$ cat config.mk
export PLATFORM = sky130hd
export DESIGN_NAME = bitmap_page_allocator
export DESIGN_NICKNAME = d
export VERILOG_FILES = /design/src/hw/rtl/bpa_pkg.sv /design/src/hw/rtl/bpa_ram.sv /design/src/hw/rtl/bitmap_page_allocator.sv
export SDC_FILE = /design/constraint.sdc
export NUM_CORES = 2
export LEC_CHECK = 0
export ABC_AREA = 0
export BUFFER_PORTS_ARGS = -buffer_cell sky130_fd_sc_hd__buf_4
export CORE_MARGIN = 5
export CORE_UTILIZATION = 50
export DETAILED_ROUTE_END_ITERATION = 10
export PLACE_DENSITY = 0.65
export SYNTH_ARGS = -nofsm -noshare
export SYNTH_HDL_FRONTEND = slang
export SYNTH_SLANG_ARGS = --single-unit
$ cat constraint.sdc
create_clock -name clk -period 7.1 [get_ports clk]
set_clock_uncertainty 0.2 [all_clocks]
set_input_delay 0.71 -clock clk [delete_from_list [all_inputs] [get_ports clk]]
set_output_delay 0.71 -clock clk [all_outputs]
set_load 0.1 [all_outputs]
$ cat src/hw/rtl/bpa_pkg.sv
// Shared types and constants for the bitmap page allocator.
// No dependencies.
package bpa_pkg;

	localparam int unsigned WORD_W = 64;

	typedef enum logic [1:0] {
		ST_OK       = 2'd0,
		ST_NO_SPACE = 2'd1,
		ST_RANGE    = 2'd2
	} status_e;

	typedef enum logic {
		REQ_ALLOC = 1'b0,
		REQ_FREE  = 1'b1
	} req_e;

	localparam logic CFG_REGION_BASE   = 1'b0;
	localparam logic CFG_PAGES_MANAGED = 1'b1;

	typedef struct packed {
		logic        req_type;
		logic [12:0] npages;
		logic [31:0] free_addr;
	} req_t;

	typedef struct packed {
		logic [31:0] alloc_addr;
		logic [1:0]  status;
	} rsp_t;

	typedef enum logic [2:0] {
		S_CLEAR,
		S_IDLE,
		S_SCAN,
		S_MARK,
		S_DONE
	} state_e;

endpackage

$ cat src/hw/rtl/bpa_ram.sv
// Generic single-port-write, single-port-read RAM with registered read.
// No dependencies.
module bpa_ram #(
	parameter int unsigned WIDTH = 64,
	parameter int unsigned DEPTH = 64,
	localparam int unsigned AW = (DEPTH > 1) ? $clog2(DEPTH) : 1
) (
	input  logic             clk,
	input  logic             we,
	input  logic [AW-1:0]    waddr,
	input  logic [WIDTH-1:0] wdata,
	input  logic [AW-1:0]    raddr,
	output logic [WIDTH-1:0] rdata
);
	logic [WIDTH-1:0] mem [DEPTH];

	always_ff @(posedge clk) begin
		if (we)
			mem[waddr] <= wdata;
		rdata <= mem[raddr];
	end
endmodule

$ cat src/hw/rtl/bitmap_page_allocator.sv
// Bitmap page allocator: first-fit run search over a used-page bitmap RAM, a page at a time.
// A request rejected at once skips the search and goes straight to the result state; a free
// clears its pages, and an allocate scans for a run, then marks it, or reports no space.
// Throughput: one request at a time; the next is taken at the edge after the result register
// loads, and a result held under stall lets the next request run but not load.
// Reset: asynchronous, active low; then a clearing pass that zeroes every word of the bitmap RAM.
module bitmap_page_allocator
	import bpa_pkg::*;
#(
	parameter int unsigned MAX_PAGES  = 4096,
	parameter int unsigned PAGE_SHIFT = 12
) (
	input  logic        clk,
	input  logic        arst_n,
	input  logic        in_valid,
	output logic        in_stall,
	input  req_t        in_data,
	output logic        out_valid,
	input  logic        out_stall,
	output rsp_t        out_data,
	input  logic        cfg_valid,
	output logic        cfg_ready,
	input  logic        cfg_index,
	input  logic [31:0] cfg_data
);
	localparam int unsigned WORDS = (MAX_PAGES + WORD_W - 1) / WORD_W;
	localparam int unsigned AW    = (WORDS > 1) ? $clog2(WORDS) : 1;
	localparam int unsigned PW    = $clog2(MAX_PAGES) + 1;
	localparam int unsigned BW    = $clog2(WORD_W);

	state_e state_q, state_d;

	logic [31:0] region_base_q;
	logic [12:0] pages_managed_q;
	logic        req_type_q;
	logic [PW:0] count_q;
	logic [PW:0] idx_q;     // current page
	logic [PW:0] start_q;   // run start
	logic [PW:0] run_q;
	logic [PW:0] left_q;    // pages still to write
	logic        rd_pend_q; // read data for idx_q valid this cycle
	logic [AW-1:0] clr_q;
	logic [31:0] res_addr_q;
	status_e     res_status_q;
	logic        out_valid_q;
	rsp_t        out_q;

	logic [PW:0] limit;
	logic [WORD_W-1:0] rdata, wdata;
	logic we;
	logic [AW-1:0] waddr, raddr;

	// effective limit: pages_managed clamped to MAX_PAGES
	always_comb begin
		if (32'(pages_managed_q) > MAX_PAGES)
			limit = (PW+1)'(MAX_PAGES);
		else
			limit = (PW+1)'(pages_managed_q);
	end

	bpa_ram #(.WIDTH(WORD_W), .DEPTH(WORDS)) u_ram (
		.clk(clk), .we(we), .waddr(waddr), .wdata(wdata),
		.raddr(raddr), .rdata(rdata)
	);

	logic [AW-1:0] idx_word;
	logic [BW-1:0] idx_bit;
	logic          cur_bit;
	assign idx_word = AW'(idx_q >> BW);
	assign idx_bit  = idx_q[BW-1:0];
	assign raddr    = idx_word;
	assign cur_bit  = rdata[idx_bit];

	logic in_fire, out_fire;
	assign in_stall  = (state_q != S_IDLE);
	assign in_fire   = in_valid && !in_stall;
	assign out_fire  = out_valid_q && !out_stall;
	assign out_valid = out_valid_q;
	assign out_data  = out_q;
	assign cfg_ready = 1'b1;

	// free request index and range check
	logic [31:0] off;
	logic [31:0] fidx;
	logic [33:0] fend;
	assign off  = in_data.free_addr - region_base_q;
	assign fidx = off >> PAGE_SHIFT;
	assign fend = {2'b0, fidx} + 34'(in_data.npages);

	// request checks and run search terms
	logic        alloc_bad, free_bad, scan_end, run_hit, out_free;
	logic [PW:0] run_next, run_start;
	assign alloc_bad = (in_data.npages == '0) || (32'(in_data.npages) > 32'(limit));
	assign free_bad  = (fend > 34'(limit));
	assign scan_end  = !rd_pend_q && (idx_q >= limit);
	assign run_next  = run_q + 1'b1;
	assign run_start = (run_q == '0) ? idx_q : start_q;
	assign run_hit   = rd_pend_q && !cur_bit && (run_next == count_q);
	assign out_free  = !out_valid_q || out_fire;

	// writes: clearing pass, or read-modify-write of one bit in S_MARK
	always_comb begin
		we    = 1'b0;
		waddr = idx_word;
		wdata = rdata;
		if (state_q == S_CLEAR) begin
			we    = 1'b1;
			waddr = clr_q;
			wdata = '0;
		end else if (state_q == S_MARK && rd_pend_q) begin
			we = 1'b1;
			wdata[idx_bit] = (req_type_q == REQ_ALLOC);
		end
	end

	// next state
	always_comb begin
		state_d = state_q;
		unique case (state_q)
			S_CLEAR: if (clr_q == AW'(WORDS - 1)) state_d = S_IDLE;
			S_IDLE: begin
				if (in_fire) begin
					if (in_data.req_type == REQ_ALLOC)
						state_d = alloc_bad ? S_DONE : S_SCAN;
					else if (in_data.npages == '0 || free_bad)
						state_d = S_DONE;
					else
						state_d = S_MARK;
				end
			end
			S_SCAN: begin
				if (scan_end) state_d = S_DONE;
				else if (run_hit) state_d = S_MARK;
			end
			S_MARK: if (rd_pend_q && left_q == (PW+1)'(1)) state_d = S_DONE;
			S_DONE: if (out_free) state_d = S_IDLE;
			default: state_d = S_IDLE;
		endcase
	end

	// state register
	always_ff @(posedge clk or negedge arst_n) begin
		if (!arst_n)
			state_q <= S_CLEAR;
		else
			state_q <= state_d;
	end

	always_ff @(posedge clk or negedge arst_n) begin
		if (!arst_n) begin
			clr_q           <= '0;
			region_base_q   <= 32'h0010_0000;
			pages_managed_q <= 13'd4096;
			req_type_q      <= 1'b0;
			count_q         <= '0;
			idx_q           <= '0;
			start_q         <= '0;
			run_q           <= '0;
			left_q          <= '0;
			rd_pend_q       <= 1'b0;
			res_addr_q      <= '0;
			res_status_q    <= ST_OK;
			out_valid_q     <= 1'b0;
			out_q           <= '0;
		end else begin
			if (cfg_valid && cfg_ready) begin
				if (cfg_index == CFG_REGION_BASE)
					region_base_q <= cfg_data;
				else
					pages_managed_q <= cfg_data[12:0];
			end
			// result register loads only once the previous result is gone
			if (state_q == S_DONE && out_free) begin
				out_valid_q      <= 1'b1;
				out_q.alloc_addr <= res_addr_q;
				out_q.status     <= res_status_q;
			end else if (out_fire) begin
				out_valid_q <= 1'b0;
			end
			unique case (state_q)
				S_CLEAR: clr_q <= clr_q + 1'b1;
				S_IDLE: if (in_fire) begin
					req_type_q <= in_data.req_type;
					count_q    <= (PW+1)'(in_data.npages);
					left_q     <= (PW+1)'(in_data.npages);
					rd_pend_q  <= 1'b0;
					run_q      <= '0;
					idx_q      <= (in_data.req_type == REQ_FREE) ? (PW+1)'(fidx) : '0;
					res_addr_q <= '0;
					if (in_data.req_type == REQ_ALLOC && alloc_bad)
						res_status_q <= ST_NO_SPACE;
					else if (in_data.req_type == REQ_FREE && in_data.npages != '0 &&
					         free_bad)
						res_status_q <= ST_RANGE;
					else
						res_status_q <= ST_OK;
				end
				// one page at a time: issue read, then check bit
				S_SCAN: begin
					if (!rd_pend_q) begin
						if (scan_end)
							res_status_q <= ST_NO_SPACE;
						else
							rd_pend_q <= 1'b1;
					end else begin
						rd_pend_q <= 1'b0;
						if (run_hit) begin
							idx_q      <= run_start;
							left_q     <= count_q;
							res_addr_q <= region_base_q + (32'(run_start) << PAGE_SHIFT);
						end else begin
							idx_q <= idx_q + 1'b1;
							if (cur_bit) run_q <= '0;
							else begin
								if (run_q == '0) start_q <= idx_q;
								run_q <= run_next;
							end
						end
					end
				end
				// read-modify-write one page bit at a time: issue read, then write
				S_MARK: begin
					if (!rd_pend_q) rd_pend_q <= 1'b1;
					else begin
						rd_pend_q <= 1'b0;
						idx_q     <= idx_q + 1'b1;
						left_q    <= left_q - 1'b1;
					end
				end
				default: ;
			endcase
		end
	end
endmodule

==> results.ini <==
[clocking]
clkTransAtPathRegs_ns = 0.06
cts.repair.resized = 0
ctsHoldBuffers = 49
clockRootBuffer = clkbuf_16
cts_buffers = 430
htreeDepth = 5
clockBufferDepth = 4
post_cts_buffers = 0
cts_sinks = 4354
cts_tree = built
insertion_delay_ns = 0.99

[floorplanning]
dieHeight_um = 595
design.core.area_um2 = 340000
die_w_um = 595
rows = 214
dieArea_um2 = 354000
ios = 121
start_util_pct = 50.3

[route]
wl_per_cell_um = 37.4
drt-pass1-iter-count = 5
drtIter0Drc = 12300
drtAntennaViolNets = 0
top_layer = met5
wl_met2_um = 236000
wl_met3_um = 48400
routed_wirelength_um = 488000
vias_per_cell = 6.67
vias = 87000
drcViolationCount = 0
drt-met1-wl_um = 184000

[timing]
maxSlewHeadroom_pct = 8.68
slew_viol_final = 0
setup_viol = 0
rsz0062_at_grt = false
setup_slack_ns = 0.834
finalCritPeriodShare_pct = 88.3
period_needed_ns = 6.27
fmax_mhz = 160
hold_violations = 0
whs_ns = 0.241
fin_setup_tns_ns = 0
tightest_slew_ns = 1.37

[worst_setup_path]
regToRegEndpoint = state_q[1]
arrival_ns = 6.95
crit_fanout = 4
required_ns = 7.79
rr_worst_depth = 26
slowest_delay_ns = 0.43
path_class = flip-flop to flip-flop
cp-start-kind = flip-flop
worst_setup_path_end_kind = flip-flop
r2r_setup_slack_ns = 0.83
path_buf_inv = 1
rr_startpoint = region_base_q[6]
crit_family = compound AO/OA/AOI/OAI gates
crit_path_top_delay_cell = or3_1

[global_routing]
grt_pass1_wl_um = 681000
antenna_found_initial = 9
grt_start_max_net_pins = 137
grt.overflow.total = 0
grt_usage_pct = 27.3
grt_pass1_vias = 85900

[synth]
ys_seq_elements = 4354
syn_area_per_cell_um2 = 22.3
synth_top_cell_area_share_pct = 71.9
synthFlopType = edfxtp_1
ys_seq_area_share_pct = 75.5
ys_types = 90
yosys.area.top_type = edfxtp_1
netlist_instances = 7658
synth_area_um2 = 171000
async_reset_ff_share_pct = 4.46
syn-num-nets = 7849
synth_warnings = 0
synth_edf_count = 4096
synth.top_cells.by_area = edfxtp_1 72%, mux4_2 18%, dfrtp_1 2.8%

[min_path]
hold_path_end = region_base_q[10]
worstHoldPathType = input pin to flip-flop
min_from = cfg_index
min_path_cells = 5

[power]
fin_total_pwr_mw = 78.3
power_leakage_nw = 61.2
swShare_pct = 30.3
power_frac_seq_pct = 45.2
p_switching_mw = 23.7
pwr-share-comb_pct = 26.3
p_int_mw = 54.6
clkPwrFrac_pct = 28.5
power.density_nw_per_um2 = 402
vdd_drop_max_mv = 0.287

[run_status]
outcome = finished, final reports clean

[finish]
multi_input_area_um2 = 41700
final_cell_count_no_fill = 13000
layout.nets = 8323
drive_gt1_share_pct = 30.9
final_common_cell = edfxtp_1
regArea_um2 = 129000
nFillCells = 24300
final_cell_mix = 4096 x edfxtp_1, 1351 x mux4_2, 436 x clkbuf_16, 354 x buf_4, 218 x nand2_1
area_growth_pct = 14.0

[placed_design]
place_hpwl_um = 257000
dp_slack_ns = 0.407
port_buffers = 119
gp_congestion = 0.887
placed_cells = 12200

[run]
maxCapViolCount = 0

[stage by stage]
| step | utilization, % | cell area (um2) |
|---|---|---|
| after floorplan | - | 171000 |
| after global placement | 53.1 | 181000 |
| after detailed placement | 53.1 | 181000 |
| after CTS | 57.3 | 195000 |
| after global routing | 57.3 | 195000 |
| final | 57.3 | 195000 |
[tightest hold or removal path, cell delays in order]
cell and delay (ns):
buf_4 0.11, nor2b_4 0.03, buf_4 0.29, nand2_1 0.13, o21ai_0 0.07
[power groups by stage]
stage / sequential [mW] / combinational [mW] / clock, mW
after global routing: 35.4 / 21.8 / 23.7
after floorplan: 36.1 / 12.9 / 0
after detailed placement: 35.8 / 20.6 / 0
after CTS: 35.3 / 20.7 / 22.7
after global placement: 35.8 / 20.1 / 0
final: 35.4 / 20.6 / 22.3
[registers in the layout (all words and copies together) (netlist names)]
register and count:
state_q 3, rd_pend_q 1, left_q 14, res_addr_q 32, count_q 13, pages_managed_q 13
out_data 34, run_q 14, idx_q 14, res_status_q 2, req_type_q 1, region_base_q 32
out_valid 1, clr_q 6, start_q 14, u_ram.rdata 64, u_ram.mem 4096
[cell type report]
class	count	share of cell area, %
diodes	7	0.00899
clock buffers	566	5.98
clock inverters	235	1.08
inverters	72	0.139
multi-input cells	2811	21.4
flip-flops and latches	4354	66.3
well taps	4536	2.91
repair buffers	463	2.22
[synth_stat cells, drive strengths merged, types with 9 or more instances]
cell    number
a211oi      13
a21o        24
a21oi      163
a311oi      70
a31oi       12
and3        22
buf        112
clkbuf     309
dfrtp      192
dfxtp       64
edfxtp    4096
ha         105
inv         72
mux2        75
mux2i       20
mux4      1351
nand2      219
nand2b      14
nand3       80
nand3b       9
nand4       21
nor2       154
nor2b       17
nor3        42
nor4        14
o211ai      12
o21a        13
o21ai      153
o21bai       9
o31ai        9
or3         10
xnor2       48
xor2        39
[worst max path at each step]
stage / start / endpoint / slack [ns] / depth (start not counted)
2_1_floorplan: idx_q[1] / u_ram.mem[0][53] / 1.10 / 9
3_3_place_gp: in_data[6] / state_q[0] / 0.25 / 27
3_5_place_dp: in_data[6] / state_q[0] / 0.41 / 26
4_1_cts: region_base_q[6] / state_q[0] / 0.86 / 26
5_1_grt: region_base_q[6] / state_q[0] / 0.33 / 26
6_report: region_base_q[6] / state_q[1] / 0.83 / 26
[kinds of logic (layout without fill, tap and decap cells)]
logic type / count (synthesis) / in the layout / share of synthesized area (%)
flops: 4354 / 4354 / 75.5
fa+ha+maj: 107 / 107 / 0.791
xor+xnor: 87 / 87 / 0.445
other cells: 1 / 8 / 0.00219
compound gates: 540 / 540 / 2.02
buf+inv: 493 / 1336 / 1.12
mux: 1446 / 1446 / 18.4
simple gates: 630 / 630 / 1.73
[metal layers]
metal | vias to the layer above | track usage (%)
li1 | 33600 | -
met5 | - | 0
met3 | 967 | 5.08
met1 | 47100 | 38.4
met2 | 5354 | 43.7
met4 | 4 | 9.43
Note: power is estimated with default switching activity, not from simulation.
